`src/dwsd_pkg.sv`:
```
// Shared types and constants for the distance window stuck detector.
// No dependencies; imported by every module of the block.
`default_nettype none

package dwsd_pkg;

  localparam int unsigned SampleW = 16;  // distance sample width
  localparam int unsigned DistW   = 15;  // distance thresholds
  localparam int unsigned CountW  = 7;   // count thresholds
  localparam int unsigned CntOutW = 6;   // reported zone count / drop run
  localparam int unsigned AddrW   = 5;
  localparam int unsigned DataW   = 32;
  localparam int unsigned RegIdxW = 3;

  // register indexes
  localparam logic [RegIdxW-1:0] REG_MAX_VALID = 3'd0;
  localparam logic [RegIdxW-1:0] REG_ZONE_LIM  = 3'd1;
  localparam logic [RegIdxW-1:0] REG_ZONE_MIN  = 3'd2;
  localparam logic [RegIdxW-1:0] REG_RUN_REQ   = 3'd3;
  localparam logic [RegIdxW-1:0] REG_DROP      = 3'd4;

  // reset values
  localparam logic [DistW-1:0]  RST_MAX_VALID = 15'd200;
  localparam logic [DistW-1:0]  RST_ZONE_LIM  = 15'd35;
  localparam logic [CountW-1:0] RST_ZONE_MIN  = 7'd8;
  localparam logic [CountW-1:0] RST_RUN_REQ   = 7'd2;
  localparam logic [DistW-1:0]  RST_DROP      = 15'd3;

  // one window slot as seen by its neighbor and the evaluator
  typedef struct packed {
    logic [SampleW-1:0] sample;
    logic               vld;     // sample lies in 0..largest valid reading
  } cell_t;

  // pair evaluator controls
  typedef struct packed {
    logic clear;
    logic step;
  } eval_ctrl_t;

  // thresholds used by the pair evaluator
  typedef struct packed {
    logic [DistW-1:0] zone_limit;
    logic [DistW-1:0] drop_delta;
  } eval_cfg_t;

endpackage

`default_nettype wire

```
`src/dwsd_cell.sv`:
```
// One slot of the sample window: holds a sample, loads from its neighbor
// when enabled and flags whether the held sample is a valid reading. Uses dwsd_pkg.
`default_nettype none

module dwsd_cell
  import dwsd_pkg::*;
(
  input  logic               clk_i,
  input  logic               en_i,
  input  logic [SampleW-1:0] d_i,
  input  logic [DistW-1:0]   max_valid_i,
  output cell_t              cell_o
);

  logic [SampleW-1:0] sample_q;

  always_ff @(posedge clk_i) begin
    if (en_i) begin
      sample_q <= d_i;
    end
  end

  assign cell_o.sample = sample_q;
  assign cell_o.vld    = !sample_q[SampleW-1] && (sample_q[DistW-1:0] <= max_valid_i);

endmodule

`default_nettype wire

```
`src/dwsd_pair_eval.sv`:
```
// Adjacent pair evaluator: accumulates the zone count and the trailing
// drop run over the pairs presented at the head of the cell chain. Uses dwsd_pkg.
`default_nettype none

module dwsd_pair_eval
  import dwsd_pkg::*;
(
  input  logic               clk_i,
  input  logic               rst_ni,
  input  eval_ctrl_t         ctrl_i,
  input  eval_cfg_t          cfg_i,
  input  cell_t              prev_i,
  input  cell_t              cur_i,
  output logic [CntOutW-1:0] zone_o,
  output logic [CntOutW-1:0] run_o
);

  logic [CntOutW-1:0] zone_q, zone_d;
  logic [CntOutW-1:0] run_q, run_d;
  logic [DistW-1:0]   prev_eff;
  logic [DistW+1:0]   diff;
  logic               is_drop;

  // invalid previous sample is replaced by the current one
  assign prev_eff = prev_i.vld ? prev_i.sample[DistW-1:0] : cur_i.sample[DistW-1:0];
  assign diff     = {2'b00, prev_eff} - {2'b00, cur_i.sample[DistW-1:0]};
  assign is_drop  = !diff[DistW+1] && (diff[DistW:0] >= {1'b0, cfg_i.drop_delta});

  always_comb begin
    zone_d = zone_q;
    run_d  = run_q;
    if (ctrl_i.clear) begin
      zone_d = '0;
      run_d  = '0;
    end else if (ctrl_i.step) begin
      if (!cur_i.vld) begin
        zone_d = zone_q + 1'b1;
      end else begin
        if (cur_i.sample[DistW-1:0] <= cfg_i.zone_limit) begin
          zone_d = zone_q + 1'b1;
        end
        run_d = is_drop ? run_q + 1'b1 : '0;
      end
    end
  end

  always_ff @(posedge clk_i or negedge rst_ni) begin
    if (!rst_ni) begin
      zone_q <= '0;
      run_q  <= '0;
    end else begin
      zone_q <= zone_d;
      run_q  <= run_d;
    end
  end

  assign zone_o = zone_q;
  assign run_o  = run_q;

endmodule

`default_nettype wire

```
`src/distance_window_stuck_detector.sv`:
```
// Distance window stuck detector, top level: cell chain, pair evaluator,
// sequencer, APB register file and output register. Uses dwsd_pkg, dwsd_cell, dwsd_pair_eval.
//
// Usage: one signed 16-bit distance sample per item on the input channel
// (in_valid_i/in_ready_o); one result per item on the output channel
// (out_valid_o/out_ready_i): stuck latch, window_full, zone count, drop run.
// The window is a chain of WINDOW cells. An accepted item shifts into the
// chain. Once WINDOW samples are held, the chain rotates once per cycle
// through a full turn so each adjacent pair passes the evaluator at the chain
// head, one pair per cycle, and ends in its original order.
// When the window is full, an accepted item passes the evaluation rotation
// (ST_EVAL) and then ST_FIN; before that it goes straight to ST_FIN. The
// result is loaded into the output register from ST_FIN. One item is in
// work at a time; in_ready_o is high only while the sequencer is idle.
// A finished result sits in the output register; the next item is accepted
// while it waits. If the receiver stalls, the following result waits in the
// sequencer until the output register frees up.
// Reset clears the fill count, stuck latch and output register and loads register defaults.
// The user must write registers over APB only while idle; the block does not enforce it.
`default_nettype none

module distance_window_stuck_detector
  import dwsd_pkg::*;
#(
  parameter int unsigned WINDOW = 16
) (
  input  logic                     clk_i,
  input  logic                     rst_ni,
  // sample input
  input  logic                     in_valid_i,
  output logic                     in_ready_o,
  input  logic signed [SampleW-1:0] distance_i,
  // result output
  output logic                     out_valid_o,
  input  logic                     out_ready_i,
  output logic                     stuck_o,
  output logic                     window_full_o,
  output logic [CntOutW-1:0]       zone_count_o,
  output logic [CntOutW-1:0]       drop_run_o,
  // configuration
  input  logic                     psel,
  input  logic                     penable,
  input  logic                     pwrite,
  input  logic [AddrW-1:0]         paddr,
  input  logic [DataW-1:0]         pwdata,
  output logic [DataW-1:0]         prdata,
  output logic                     pready
);

  localparam int unsigned FillW = $clog2(WINDOW + 1);
  localparam int unsigned RotW  = $clog2(WINDOW);
  localparam logic [FillW-1:0] FillFull = FillW'(WINDOW);
  localparam logic [RotW-1:0]  RotLast  = RotW'(WINDOW - 1);

  localparam logic [1:0] ST_IDLE = 2'd0;
  localparam logic [1:0] ST_EVAL = 2'd1;
  localparam logic [1:0] ST_FIN  = 2'd2;

  // ---------------- registers ----------------
  logic [DistW-1:0]  max_valid_q, zone_lim_q, drop_q;
  logic [CountW-1:0] zone_min_q, run_req_q;
  logic              cfg_wr;
  logic [RegIdxW-1:0] cfg_idx;

  assign pready  = 1'b1;
  assign cfg_wr  = psel && penable && pwrite;
  assign cfg_idx = paddr[AddrW-1:2];

  always_ff @(posedge clk_i or negedge rst_ni) begin
    if (!rst_ni) begin
      max_valid_q <= RST_MAX_VALID;
      zone_lim_q  <= RST_ZONE_LIM;
      zone_min_q  <= RST_ZONE_MIN;
      run_req_q   <= RST_RUN_REQ;
      drop_q      <= RST_DROP;
    end else if (cfg_wr) begin
      unique case (cfg_idx)
        REG_MAX_VALID: max_valid_q <= pwdata[DistW-1:0];
        REG_ZONE_LIM:  zone_lim_q  <= pwdata[DistW-1:0];
        REG_ZONE_MIN:  zone_min_q  <= pwdata[CountW-1:0];
        REG_RUN_REQ:   run_req_q   <= pwdata[CountW-1:0];
        REG_DROP:      drop_q      <= pwdata[DistW-1:0];
        default: ;
      endcase
    end
  end

  always_comb begin
    unique case (cfg_idx)
      REG_MAX_VALID: prdata = {{(DataW-DistW){1'b0}}, max_valid_q};
      REG_ZONE_LIM:  prdata = {{(DataW-DistW){1'b0}}, zone_lim_q};
      REG_ZONE_MIN:  prdata = {{(DataW-CountW){1'b0}}, zone_min_q};
      REG_RUN_REQ:   prdata = {{(DataW-CountW){1'b0}}, run_req_q};
      REG_DROP:      prdata = {{(DataW-DistW){1'b0}}, drop_q};
      default:       prdata = '0;
    endcase
  end

  // ---------------- sequencer ----------------
  logic [1:0]       state_q, state_d;
  logic [RotW-1:0]  rot_q, rot_d;
  logic [FillW-1:0] fill_q, fill_d;
  logic             full_q, full_d;
  logic             stuck_q, stuck_d;
  logic             in_acc, out_load, chain_en;
  eval_ctrl_t       ectrl;

  logic                out_valid_q;
  logic                out_stuck_q, out_full_q;
  logic [CntOutW-1:0]  out_zone_q, out_run_q;
  logic [CntOutW-1:0]  zone_cnt, run_cnt;
  logic                stuck_hit;

  assign in_ready_o = (state_q == ST_IDLE);
  assign in_acc     = in_valid_i && in_ready_o;
  assign out_load   = (state_q == ST_FIN) && (!out_valid_q || out_ready_i);
  assign chain_en   = in_acc || (state_q == ST_EVAL);

  assign ectrl.clear = in_acc;
  assign ectrl.step  = (state_q == ST_EVAL) && (rot_q != RotLast);

  assign stuck_hit = ({1'b0, zone_cnt} >= zone_min_q) && ({1'b0, run_cnt} < run_req_q);

  always_comb begin
    state_d = state_q;
    rot_d   = rot_q;
    fill_d  = fill_q;
    full_d  = full_q;
    stuck_d = stuck_q;
    unique case (state_q)
      ST_IDLE: begin
        if (in_acc) begin
          if (fill_q != FillFull) begin
            fill_d = fill_q + 1'b1;
          end
          full_d  = (fill_d == FillFull);
          rot_d   = '0;
          state_d = (fill_d == FillFull) ? ST_EVAL : ST_FIN;
        end
      end
      ST_EVAL: begin
        rot_d = rot_q + 1'b1;
        if (rot_q == RotLast) begin
          state_d = ST_FIN;
        end
      end
      ST_FIN: begin
        if (out_load) begin
          if (full_q && stuck_hit) begin
            stuck_d = 1'b1;
          end
          state_d = ST_IDLE;
        end
      end
      default: state_d = ST_IDLE;
    endcase
  end

  always_ff @(posedge clk_i or negedge rst_ni) begin
    if (!rst_ni) begin
      state_q <= ST_IDLE;
      rot_q   <= '0;
      fill_q  <= '0;
      full_q  <= 1'b0;
      stuck_q <= 1'b0;
    end else begin
      state_q <= state_d;
      rot_q   <= rot_d;
      fill_q  <= fill_d;
      full_q  <= full_d;
      stuck_q <= stuck_d;
    end
  end

  // ---------------- cell chain ----------------
  cell_t cells [WINDOW];

  for (genvar i = 0; i < WINDOW; i++) begin : g_cell
    logic [SampleW-1:0] cell_d;
    if (i == WINDOW - 1) begin : g_tail
      // tail takes the new item on a shift, the head's sample on a rotate
      assign cell_d = in_acc ? distance_i : cells[0].sample;
    end else begin : g_body
      assign cell_d = cells[i+1].sample;
    end
    dwsd_cell u_cell (
      .clk_i       (clk_i),
      .en_i        (chain_en),
      .d_i         (cell_d),
      .max_valid_i (max_valid_q),
      .cell_o      (cells[i])
    );
  end

  eval_cfg_t ecfg;
  assign ecfg.zone_limit = zone_lim_q;
  assign ecfg.drop_delta = drop_q;

  dwsd_pair_eval u_eval (
    .clk_i  (clk_i),
    .rst_ni (rst_ni),
    .ctrl_i (ectrl),
    .cfg_i  (ecfg),
    .prev_i (cells[0]),
    .cur_i  (cells[1]),
    .zone_o (zone_cnt),
    .run_o  (run_cnt)
  );

  // ---------------- output register ----------------
  always_ff @(posedge clk_i or negedge rst_ni) begin
    if (!rst_ni) begin
      out_valid_q <= 1'b0;
      out_stuck_q <= 1'b0;
      out_full_q  <= 1'b0;
      out_zone_q  <= '0;
      out_run_q   <= '0;
    end else if (out_load) begin
      out_valid_q <= 1'b1;
      out_stuck_q <= stuck_q || (full_q && stuck_hit);
      out_full_q  <= full_q;
      out_zone_q  <= full_q ? zone_cnt : '0;
      out_run_q   <= full_q ? run_cnt : '0;
    end else if (out_ready_i) begin
      out_valid_q <= 1'b0;
    end
  end

  assign out_valid_o   = out_valid_q;
  assign stuck_o       = out_stuck_q;
  assign window_full_o = out_full_q;
  assign zone_count_o  = out_zone_q;
  assign drop_run_o    = out_run_q;

`ifndef SYNTHESIS
  // stuck is latched: once reported it never clears
  a_stuck_sticky: assert property (@(posedge clk_i) disable iff (!rst_ni)
    stuck_o |=> stuck_o)
    else $error("stuck output cleared without reset");

  // no evaluation before the window fills
  a_not_full_zero: assert property (@(posedge clk_i) disable iff (!rst_ni)
    (out_valid_o && !window_full_o) |-> (zone_count_o == '0 && drop_run_o == '0))
    else $error("counts reported for a window that is not full");

  // a full result implies the fill count has saturated
  a_full_fill: assert property (@(posedge clk_i) disable iff (!rst_ni)
    (out_valid_o && window_full_o) |-> (fill_q == FillFull))
    else $error("full result with unsaturated fill count");

  // the chain only moves while the sequencer evaluates or takes an item
  a_chain_idle: assert property (@(posedge clk_i) disable iff (!rst_ni)
    (state_q == ST_FIN) |-> !chain_en)
    else $error("cell chain moved while a result is pending");
`endif

endmodule

`default_nettype wire

```
`config.mk`:
```
export PLATFORM = sky130hd
export DESIGN_NAME = distance_window_stuck_detector
export DESIGN_NICKNAME = d
export VERILOG_FILES = /design/src/dwsd_pkg.sv /design/src/dwsd_cell.sv /design/src/dwsd_pair_eval.sv /design/src/distance_window_stuck_detector.sv
export SDC_FILE = /design/constraint.sdc
export NUM_CORES = 1
export LEC_CHECK = 0
export BUFFER_PORTS_ARGS = -buffer_cell sky130_fd_sc_hd__buf_2
export CORE_MARGIN = 10
export CORE_UTILIZATION = 59
export CTS_BUF_LIST = sky130_fd_sc_hd__clkbuf_2
export DETAILED_ROUTE_END_ITERATION = 7
export GPL_TIMING_DRIVEN = 0
export PLACE_DENSITY = 0.75
export SYNTH_ARGS = -nofsm -noshare
export SYNTH_HDL_FRONTEND = slang
export SYNTH_HIERARCHICAL = 1
export SYNTH_SLANG_ARGS = --single-unit
```
`constraint.sdc`:
```
create_clock -name clk_i -period 20.1 [get_ports clk_i]
set_clock_uncertainty 0.05 [all_clocks]
set_input_delay 4.02 -clock clk_i [delete_from_list [all_inputs] [get_ports clk_i]]
set_output_delay 4.02 -clock clk_i [all_outputs]
set_load 0.005 [all_outputs]
```
Yosys cells after proc, flatten, opt, wreduce, memory -nomap -nowiden
Index checks and enable logic that the tools add are counted.

Register bits after elaboration: 355. Bits in latches: 0. RAM bits: 0. ROM bits: 0. Input port bits: 60. Output and inout port bits: 49. Logic and storage cells: 117. Memories: 0.

Add/subtract/negate cells: 5. $mul: 0. Div/mod/pow operators: 0. $lt $le $gt $ge: 6. Equal/unequal tests: 14. Shifts and indexed selects: 0. Multiplexer cells: 25. Bitwise logic cells: 0. Reduce and logical (&&, ||, !) cells: 34.

Operators by type and width (count): $pmux W15 S5 (1); $mux W6 (10); $le A15 B15 Y1 (3); $reduce_and A2 Y1 (9); $ge A16 B15 Y1 (1); $mux W16 (1); $sub A15 B15 Y16 (1); $mux W15 (1); $mux W5 (3); $add A6 B1 Y6 const B (2); $logic_and A1 B1 Y1 (10); $mux W2 (4); $pmux W4 S2 (1); $reduce_bool A2 Y1 (4); $ge A6 B7 Y1 (1); $lt A6 B7 Y1 (1); $eq A3 B2 Y1 const B (2); $pmux W2 S3 (1); $reduce_and A3 Y1 (2); $add A5 B1 Y5 const B (1); $eq A5 B5 Y1 const B (1); $ne A5 B5 Y1 const B (1); $add A4 B1 Y4 const B (1); $eq A4 B4 Y1 const B (1); 14 further kinds (21).

Longest topological paths before layout
Gate-level depths: netlist (run 1).

Word-level depth: 10. Mapped depth: 25. Mapped depth without buffers: 24.

Modules after synthesis
The synthesis (run 1) kept the hierarchy.

By module, submodules not included: dwsd_cell at g_cell[0].u_cell ... (instances 15, cells an instance 68, area an instance 879.6 µm², seq. area each 480.5 µm²); distance_window_stuck_detector (instances 1, cells an instance 429, area an instance 4649.5 µm², seq. area each 2189.6 µm²); dwsd_pair_eval (instances 1, cells an instance 291, area an instance 2239.6 µm², seq. area each 300.3 µm²); dwsd_cell at g_cell[14].u_cell (instances 1, cells an instance 68, area an instance 875.8 µm², seq. area each 480.5 µm²).

Worst setup path before layout (run 1)
No wires, ideal clock.

Path type: in2reg. Start point: in in_valid_i. End point: reg g_cell[0].u_cell.sample_q[0] (enable). Library setup time: 0.607 ns. Arrival: 9.421 ns. Data required time: 19.443 ns. Setup slack: 10.021 ns. Cell stages on the path: 4. Cell sequence: nor3b_1 -> buf_2 -> nor2_1 -> inv_1.

Longest elaborated chain between the ends: 2.

Ends and longest elaborated chain: from (decl) (line distance_window_stuck_detector.sv:30) `input logic in_valid_i,`; $logic_and A1 B1 Y1 (line distance_window_stuck_detector.sv:115) `assign in_acc = in_valid_i && in_ready_o;`; $logic_or A1 B1 Y1 (line distance_window_stuck_detector.sv:117) `assign chain_en = in_acc || (state_q == ST_EVAL);`; via chain_en (line distance_window_stuck_detector.sv:105) `logic in_acc, out_load, chain_en;`; to (signal assigned) (line dwsd_cell.sv:19) `sample_q <= d_i;`; to (decl) (line dwsd_cell.sv:15) `logic [SampleW-1:0] sample_q;`.

The timed path passes the listed nets, and every way through them passes these cells. A chain may end at the register's enable or synchronous reset.

Final worst setup path (run 1)
Start point: in paddr[4]. End point: out prdata[1].

Longest elaborated chain between the ends: 2. Elaborated cells between the ends (all ways): 6. Those cells by class: eq/ne (4); mux (1); reduce/logical (1).

Ends and longest elaborated chain: from (decl) (line distance_window_stuck_detector.sv:44) `input logic [AddrW-1:0] paddr,`; $eq A3 B3 Y1, or another cell as far along (line distance_window_stuck_detector.sv:89) `unique case (cfg_idx)`; $pmux W15 S5 * (line distance_window_stuck_detector.sv:89); to (decl) (line distance_window_stuck_detector.sv:46) `output logic [DataW-1:0] prdata,`.

Mark *: on every way between the ends. The rest lies on a longest branch, timed or not.

==> results of run 1 <==
## area by class of cell
class | instances | area [µm²]
inverters | 95 | 364
clock buffers | 130 | 651
well taps | 335 | 419
clock inverters | 25 | 133
fillers | 1894 | 8780
plain buffers | 44 | 269
diodes | 1 | 2.50
repair buffers | 72 | 408
multi-input cells | 602 | 4630
flip-flops and latches | 355 | 10200
## worst reg2reg max path: stages, from the launching register on
cell       delay (ns)
dfstp_2          0.62
inv_1            0.07
ha_1             0.31
nand4_1          0.13
a21oi_1          0.08
o31a_1           0.30
o21ai_2          0.14
clkbuf_1         0.36
clkbuf_1         0.41
o21ai_0          0.24
fa_1             0.47
a21o_1           0.19
a221o_1          0.33
a221o_1          0.32
a21oi_2          0.17
o21bai_1         0.08
a21oi_1          0.17
xnor2_1          0.11
ha_1             0.30
nand4_1          0.10
o2111a_1         0.28
a2111oi_4        0.66
a31oi_1          0.19
a21oi_1          0.15
## stage by stage
stage	hold slack (ns)	setup slack [ns]	instances	power, µW	utilization [%]
after global routing	0.308	10.37	1659	2410	66.0
after global placement	0.350	8.23	1501	1810	62.7
after CTS	0.280	10.44	1658	2270	66.0
after floorplan	0.350	10.02	1096	1640	-
final	0.291	10.42	1659	2250	66.0
after detailed placement	0.355	10.45	1503	1800	63.0
## state kept, by name (all words and copies together) (netlist names)
| register | count |
|---|---|
| drop_q | 15 |
| fill_q | 5 |
| u_eval/zone_o | 6 |
| stuck_q | 1 |
| state_q | 2 |
| max_valid_q | 15 |
| run_req_q | 7 |
| zone_lim_q | 15 |
| stuck_o | 1 |
| window_full_o | 1 |
| g_cell.u_cell/sample_q | 256 |
| drop_run_o | 6 |
| rot_q | 4 |
| zone_count_o | 6 |
| out_valid_o | 1 |
| zone_min_q | 7 |
| u_eval/run_o | 6 |
| full_q | 1 |
## per-layer routing
metal  share of wire [%]  wire [µm]  up-vias
met5                   0          0        -
met4                 2.6        781        0
met3                 6.2       1840       57
met2                  45      13500      266
met1                  46      13600     4428
li1                    -          -     4321
## final timing paths
check / startpoint / endpoint / depth (start not counted)
setup / recovery: paddr[4] / prdata[1] / 7
hold / removal: g_cell[6].u_cell/sample_q[11]$_DFFE_PP_ / g_cell[5].u_cell/sample_q[11]$_DFFE_PP_ / 0
setup reg to reg: max_valid_q[6]$_DFFE_PN1P_ / u_eval/run_o[2]$_DFFE_PN0P_ / 23
hold reg to reg: g_cell[6].u_cell/sample_q[11]$_DFFE_PP_ / g_cell[5].u_cell/sample_q[11]$_DFFE_PP_ / 0
max in group asynchronous: rst_ni / max_valid_q[10]$_DFFE_PN0P_ / 2
min in group asynchronous: rst_ni / u_eval/zone_o[4]$_DFFE_PN0P_ / 1
## power breakdown
part | internal (µW) | total, µW | switching (µW)
logic | 266 | 639 | 373
registers | 1050 | 1150 | 101
clock network | 185 | 461 | 277
total | 1500 | 2250 | 750
==> impl_metrics.yaml, run 1 <==
floorplanning:
  die-area_um2: 32900
  io_pins: 109
  die_height_um: 181
  floorplan.initialDensity_pct: 59.5
  die_w_um: 181
  core_area_um2: 25800
  placement_rows: 59
worst_setup_path:
  critPathRequiredTime_ns: 16.03
  timing.critical_path.arrival_ns: 5.61
  worst_setup_path_start_kind: "input pin"
  critPathMaxStageDelay_ns: 0.54
  critPathMostFrequentCell: "buf_2"
  setup_slack_of_the_worst_register_to_register_path_ns: 13.84
  criticalPathCategory: "input pin to output pin"
  crit_end_category: "output pin"
  cp.buffers_inverters: 4
  crit_fanout: 10
  cell_with_the_largest_stage_delay_on_the_worst_path: "buf_1"
  crit_chain: "buf_2 > clkbuf_1 > buf_1 > nor2_1 > a21oi_1 > o22ai_1 > buf_2"
  critical_path.top_delay_family: "buffers and inverters"
clocking:
  ctsHtreeMaxLevel: 3
  path_clk_slew_ns: 0.10
  worst_skew_pair.late_latency_ns: 0.86
  cts_hold_buf: 0
  cts_resized: 0
  cts_buf_count: 86
  post-cts-setup-buffers: 0
  tritoncts: "built"
  cts_sinks: 355
  ctsLongestPathBuffers: 3
  cts_root_buf: "clkbuf_2"
timing:
  finalCritPeriodShare_pct: 48.2
  maximum_clock_frequency_ghz: 0.103
  final_critical_path_required_period_ns: 9.68
  timing.final.max_slew_violations: 0
  worstMarginPinSlew_ns: 0.728
  worst_slew_slack_as_a_fraction_of_its_limit_pct: 51.3
  grt_setup_unrepaired: "false"
  setup_violations: 0
  fin_setup_tns_ns: 0
  final_hold_violation_count: 0
route:
  drtIter0Drc: 803
  wl_per_cell_um: 17.9
  drt-vias-per-instance: 5.47
  drt-pass1-iter-count: 5
  route.vias.total: 9072
  finalWirelength_um: 29700
  drc_viols: 0
  ant_nets: 0
synthesis:
  syn_avg_cell_area_um2: 14.2
  postSynthCellCount: 1080
  synth-warning-count: 6
  netlist_area_um2: 15400
layout:
  final_cell_mix: "edfxtp_1 (256), clkbuf_2 (131), inv_1 (94)"
  finish.instance_area_um2: 17100
  mostFrequentLayoutCell: "edfxtp_1"
  final_nets: 1409
  final_layout_size_suffix_gt1_share_pct: 25.7
  syn_to_final_growth_pct: 10.9
grt:
  overall_global_routing_resource_usage_pct: 17.9
  grt_pass1_vias: 9104
  met3_usage_pct: 4.55
  gr-total-overflow: 0
  grt_start_max_net_pins: 150
  antenna_found_initial: 1
  globalRouteMet2Util_pct: 26.2
  grt_first_pass_wirelength_um: 47400
  globalRouteMet1Util_pct: 25.3
  grt_busiest_layer: "met2"
place:
  placedInstanceArea_um2: 16300
  gpl.final_weighted_congestion: 0.886
  place_hpwl_um: 20500
  io_buffer_count: 70
power:
  power.ir.vdd_worst_uv: 74.9
  cellPowerDensity_nw_per_um2: 132
  p_leak_uw: 0.00721
run_status:
  result_of_the_run: "complete, no violations"
hold_path:
  hold_path.class: "flip-flop to flip-flop"
flow_run:
  maxCapViolCount: 0
Note: power is estimated with default switching activity, not from simulation.
==> run 2, diff against run 1 <==
--- a/config.mk
+++ b/config.mk
@@ -5,13 +5,14 @@
 export SDC_FILE = /design/constraint.sdc
 export NUM_CORES = 1
 export LEC_CHECK = 0
+export ABC_AREA = 1
 export BUFFER_PORTS_ARGS = -buffer_cell sky130_fd_sc_hd__buf_2
 export CORE_MARGIN = 10
-export CORE_UTILIZATION = 59
+export CORE_UTILIZATION = 58
 export CTS_BUF_LIST = sky130_fd_sc_hd__clkbuf_2
 export DETAILED_ROUTE_END_ITERATION = 7
 export GPL_TIMING_DRIVEN = 0
-export PLACE_DENSITY = 0.75
+export PLACE_DENSITY = 0.77
 export SYNTH_ARGS = -nofsm -noshare
 export SYNTH_HDL_FRONTEND = slang
 export SYNTH_HIERARCHICAL = 1
==> constraint.sdc (replaced) <==
create_clock -name clk_i -period 8.2 [get_ports clk_i]
set_clock_uncertainty 0.05 [all_clocks]
set_input_delay 1.64 -clock clk_i [delete_from_list [all_inputs] [get_ports clk_i]]
set_output_delay 1.64 -clock clk_i [all_outputs]
set_load 0.005 [all_outputs]
==> run 2 against run 1 <==
Worst hold slack better by 0.018 ns. Combinational power rose to 2.7 times the previous value. Area after synthesis rose by 1.2%. Die area increased by 2.6%. Clock power increased by 130%. Sequential power is 150% higher. Routed wire length up 4.5%. Final area is 0.78% higher. Global-route usage grew 1.0 points. Setup slack worse by 7.0 ns. Critical path type is now flip-flop to flip-flop. Critical endpoint is now u_eval/run_o[2]$_DFFE_PN0P_. Largest cell class unchanged. Largest power group unchanged. Highest routed layer unchanged.
==> impl_metrics.yaml, run 2 <==
grt:
  grt_start_max_net_pins: 146
  overall_global_routing_resource_usage_pct: 19.0
  grt_pass1_vias: 9953
  gr-total-overflow: 0
  antenna_found_initial: 1
  grt_first_pass_wirelength_um: 50500
route:
  wl_per_cell_um: 16.2
  finalWirelength_um: 31100
  drt-pass1-iter-count: 6
  drtIter0Drc: 926
  ant_nets: 0
  route.vias.total: 9977
  drc_viols: 0
  drt-vias-per-instance: 5.21
power:
  power.ir.vdd_worst_uv: 178
  p_leak_uw: 0.00790
  cellPowerDensity_nw_per_um2: 328
layout:
  final_util_pct: 65.6
  syn_to_final_growth_pct: 10.5
  final_layout_size_suffix_gt1_share_pct: 19.7
  largest_register_ffs: 256
  final_nets: 1669
  final_cell_mix: "nand2_1 (315), edfxtp_1 (256), inv_1 (191)"
  top_register: "g_cell.u_cell/sample_q"
  finish.instance_area_um2: 17200
  mostFrequentLayoutCell: "nand2_1"
timing:
  final_critical_path_required_period_ns: 4.83
  grt_setup_unrepaired: "false"
  fin_setup_tns_ns: 0
  worst_slew_slack_as_a_fraction_of_its_limit_pct: 48.7
  maximum_clock_frequency_ghz: 0.207
  fin_ws_ns: 3.37
  worstMarginPinSlew_ns: 0.769
  setup_violations: 0
  finalCritPeriodShare_pct: 58.9
  final_hold_violation_count: 0
  fin_hold_ws_ns: 0.309
  timing.final.max_slew_violations: 0
synthesis:
  netlist_area_um2: 15600
  postSynthCellCount: 1339
  syn_avg_cell_area_um2: 11.6
  synth-warning-count: 6
place:
  place_hpwl_um: 22100
  placedInstanceArea_um2: 16500
  preCtsSetupSlack_ns: 3.42
  io_buffer_count: 71
  gpl.final_weighted_congestion: 0.922
hold_path:
  worst_hold_stages: 0
  timing.hold.worst.start: "g_cell[14].u_cell/sample_q[7]$_DFFE_PP_"
  worstHoldEndpoint: "g_cell[13].u_cell/sample_q[7]$_DFFE_PP_"
  hold_path.class: "flip-flop to flip-flop"
clocking:
  path_clk_slew_ns: 0.10
  cts_root_buf: "clkbuf_2"
  ctsLongestPathBuffers: 3
  cts_sinks: 355
  worst_skew_pair.late_latency_ns: 0.86
  cts_resized: 0
  ctsHtreeMaxLevel: 3
  post-cts-setup-buffers: 0
  cts_hold_buf: 0
  tritoncts: "built"
  cts_buf_count: 86
floorplanning:
  io_pins: 109
  core_area_um2: 26200
  die-area_um2: 33800
  floorplan.initialDensity_pct: 59.4
  die_height_um: 184
  die_w_um: 184
  placement_rows: 59
flow_run:
  maxCapViolCount: 0
worst_setup_path:
  critical_path.reg2reg.startpoint: "g_cell[0].u_cell/sample_q[14]$_DFFE_PP_"
  criticalPathCategory: "flip-flop to flip-flop"
  critPathMostFrequentCell: "nand2_1"
  timing.critical_path.arrival_ns: 5.52
  crit_fanout: 10
  reg2regPathDepth: 30
  worst_setup_path_start_kind: "flip-flop"
  critPathRequiredTime_ns: 8.89
  critPathMaxStageDelay_ns: 0.53
  regToRegEndpoint: "u_eval/run_o[2]$_DFFE_PN0P_"
  crit_end_category: "flip-flop"
  setup_slack_of_the_worst_register_to_register_path_ns: 3.37
  cell_with_the_largest_stage_delay_on_the_worst_path: "edfxtp_1"
run_status:
  result_of_the_run: "complete, no violations"
## run 2: final cells by class
class                      instances  area [µm²]
clock buffer                     118         591
inverter                         204         774
tap                              335         419
buffer                            43         284
clock inverter                    33         138
sequential                       355       10200
multi-input combinational        753        4390
antenna                            1        2.50
fill                            2006        9020
timing repair buffer              73         413
## run 2: worst max-delay path by stage
stage / from / endpoint / slack, ns / depth (start not counted)
4_1_cts: g_cell[0].u_cell/sample_q[13]$_DFFE_PP_ / u_eval/run_o[5]$_DFFE_PN0P_ / 3.37 / 30
3_3_place_gp: in_valid_i / g_cell[1].u_cell/sample_q[11]$_DFFE_PP_ / 2.05 / 5
3_5_place_dp: g_cell[0].u_cell/sample_q[13]$_DFFE_PP_ / u_eval/run_o[4]$_DFFE_PN0P_ / 3.42 / 30
2_1_floorplan: in_valid_i / g_cell[0].u_cell/sample_q[0]$_DFFE_PP_ / 3.11 / 4
6_report: g_cell[0].u_cell/sample_q[14]$_DFFE_PP_ / u_eval/run_o[2]$_DFFE_PN0P_ / 3.37 / 30
5_1_grt: g_cell[0].u_cell/sample_q[14]$_DFFE_PP_ / u_eval/run_o[4]$_DFFE_PN0P_ / 2.91 / 31
## run 2: critical path, delay by kind of cell (launching register included)
| kind | cells | cell delay, ns |
|---|---|---|
| simple gates | 16 | 1.40 |
| fa+ha+maj | 4 | 1.22 |
| compound gates | 4 | 0.84 |
| buf+inv | 5 | 0.55 |
| flops | 1 | 0.53 |
| xor+xnor | 1 | 0.15 |
## run 2: routing by layer
| layer | wire length (µm) | part of all wire, % | track usage, % |
|---|---|---|---|
| met4 | 648 | 2.1 | 7.08 |
| met3 | 2380 | 7.7 | 4.70 |
| met2 | 14700 | 47 | 29.7 |
| met1 | 13300 | 43 | 25.2 |
| met5 | 0 | 0 | 0 |
## run 2: through the flow
step,std cells,total power (µW)
final,1915,5640
after global routing,1915,6100
after CTS,1914,5690
after detailed placement,1763,4610
after global placement,1761,4550
after floorplan,1355,4120
## run 2: power breakdown
part | internal, µW | switching (µW) | leakage (µW) | total, µW
clock | 392 | 677 | 0.000550 | 1070
combinational | 608 | 1130 | 0.00368 | 1740
sequential | 2600 | 243 | 0.00367 | 2840
total | 3600 | 2050 | 0.00790 | 5640
==> run 3, diff against run 2 <==
==> constraint.sdc (replaced) <==
create_clock -name clk_i -period 4.2 [get_ports clk_i]
set_clock_uncertainty 0.05 [all_clocks]
set_input_delay 0.84 -clock clk_i [delete_from_list [all_inputs] [get_ports clk_i]]
set_output_delay 0.84 -clock clk_i [all_outputs]
set_load 0.005 [all_outputs]
==> run 3 against run 2 <==
The flow now finishes with violations (negative setup slack). Die area stayed put. Routed wire length increased by 3.4%. Largest cell class unchanged. Core utilization up 2.7 points. Non-clock buffer count grew 47. Sequential cell count stayed put. Sequential share of layout area shrank 2.3 points. Critical endpoint is now u_eval/run_o[3]$_DFFE_PN0P_. Critical path type unchanged. Combinational power increased by 140%. Highest routed layer unchanged.
==> impl_metrics.yaml, run 3 (synthesized netlist as in run 2, its figures left out) <==
clocking:
  cts_buf_count: 88
  path_clk_slew_ns: 0.11
  ctsHtreeMaxLevel: 3
  cts_sinks: 355
  ctsLongestPathBuffers: 3
  cts_root_buf: "clkbuf_2"
  tritoncts: "built"
  worst_skew_pair.late_latency_ns: 0.90
route:
  drc_viols: 0
  drt-pass1-iter-count: 5
  ant_nets: 0
  drtIter0Drc: 933
  finalWirelength_um: 32100
  route.vias.total: 10267
  drt-vias-per-instance: 5.23
  wl_per_cell_um: 16.4
layout:
  top_register: "g_cell.u_cell/sample_q"
  final_layout_size_suffix_gt1_share_pct: 26.1
  finish.instance_area_um2: 17900
  mostFrequentLayoutCell: "nand2_1"
  largest_register_ffs: 256
  final-instance-count-excl-fill: 1963
  syn_to_final_growth_pct: 15.0
  final_cell_mix: "nand2_1 (308), edfxtp_1 (256), inv_1 (181)"
  final_nets: 1718
hold_path:
  timing.hold.worst.start: "pwdata[14]"
  hold_path.class: "input pin to flip-flop"
place:
  io_buffer_count: 71
  dp_cells: 1763
  placedInstanceArea_um2: 16500
  place_hpwl_um: 21800
  gpl.final_weighted_congestion: 0.911
  preCtsSetupSlack_ns: -0.595
worst_setup_path:
  criticalPathCategory: "flip-flop to flip-flop"
  worstSetupStartpoint: "max_valid_q[14]$_DFFE_PN0P_"
  cell_with_the_largest_stage_delay_on_the_worst_path: "dfrtp_1"
  timing.critical_path.arrival_ns: 5.16
  critPathMaxStageDelay_ns: 0.44
  critical_path.reg2reg.startpoint: "max_valid_q[14]$_DFFE_PN0P_"
  crit_end_category: "flip-flop"
  worst_setup_path_start_kind: "flip-flop"
  crit_fanout: 7
  critPathRequiredTime_ns: 4.97
power:
  power.ir.vdd_worst_uv: 612
  post-layout-total-power_uw: 11800
  cellPowerDensity_nw_per_um2: 660
  p_leak_uw: 0.00821
grt:
  grt_start_max_net_pins: 199
  grt_pass1_vias: 10123
  antenna_found_initial: 1
  overall_global_routing_resource_usage_pct: 19.1
  grt_first_pass_wirelength_um: 50800
  gr-total-overflow: 0
run_status:
  result_of_the_run: "complete, but fails checks"
  violations: "negative setup slack"
timing:
  fin_ws_ns: -0.190
  maximum_clock_frequency_ghz: 0.228
  fin_hold_ws_ns: 0.115
  final_critical_path_required_period_ns: 4.39
  final_hold_violation_count: 0
  worst_slew_slack_as_a_fraction_of_its_limit_pct: 36.2
  finalCritPeriodShare_pct: 105
  setup_violations: 6
  grt_setup_unrepaired: "true"
  worstMarginPinSlew_ns: 0.956
  timing.final.max_slew_violations: 0
floorplanning:
  die_height_um: 184
  die-area_um2: 33800
  die_w_um: 184
  core_area_um2: 26200
  placement_rows: 59
  floorplan.initialDensity_pct: 59.4
  io_pins: 109
flow_run:
  maxCapViolCount: 0
## run 3: cell types whose count changed in the layout (fill, tap and decap cells not counted), moves of 9 or more
cell	delta
inv_1	-10
clkbuf_2	+13
ha_1	-9
buf_4	+43
clkinv_1	-14
inv_2	+11
## run 3: layout make-up
cell class	instances	area, µm²
clock buffer	131	656
inverter	204	779
fill	1941	8320
tap	335	419
clock inverter	20	109
sequential	355	10200
buffer	43	324
multi-input combinational	753	4630
antenna	2	5.00
timing repair buffer	120	788
## run 3: where the power goes
group,switching (µW),total [µW],internal (µW)
registers,445,5520,5070
clock network,1320,2200,886
logic,2490,4090,1600
total,4260,11800,7560
## run 3: worst paths after layout
check | endpoint | slack [ns] | depth (start not counted)
min | drop_q[14]$_DFFE_PN0P_ | 0.12 | 3
min in group asynchronous | max_valid_q[5]$_DFFE_PN0P_ | 0.40 | 2
max in group asynchronous | drop_q[1]$_DFFE_PN1P_ | 2.94 | 3
max | u_eval/run_o[3]$_DFFE_PN0P_ | -0.19 | 29
max reg2reg | u_eval/run_o[3]$_DFFE_PN0P_ | -0.19 | 29
min reg2reg | g_cell[8].u_cell/sample_q[12]$_DFFE_PP_ | 0.33 | 0
## run 3: worst max-delay path: cells and delay by family (launching register included)
kind	cells	cell delay (ns)
xor gates and xnor gates	1	0.17
DFF	1	0.44
and+or+nand+nor	15	1.57
AOI/OAI and AO/OA	3	0.55
adders and majority gates	3	0.91
buffers and inverters	7	0.59
## run 3: per-stage QoR
stage / setup TNS [ns] / util (%)
after CTS: -0.107 / 67.6
after global placement: -3.07 / 62.6
final: -1.08 / 68.3
after floorplan: 0 / -
after detailed placement: -3.50 / 62.8
after global routing: -2.18 / 68.3
## run 3: timing repair
item,4_1_cts,5_1_grt
hold buffers,1,0
cloned,0,0
endpoints found under the hold margin,30,0
pin swaps,30,25
endpoints found under the setup margin,6,6
buffers inserted,33,13
resized for setup,46,28
## run 3: routing by layer
metal / wire length, µm / vias up / global-route usage [%] / share of wire (%)
li1: - / 4949 / - / -
met1: 13800 / 4957 / 24.7 / 43
met2: 15600 / 284 / 30.7 / 48
met3: 1760 / 77 / 3.74 / 5.5
met4: 1010 / 0 / 8.59 / 3.1
met5: 0 / - / 0 / 0
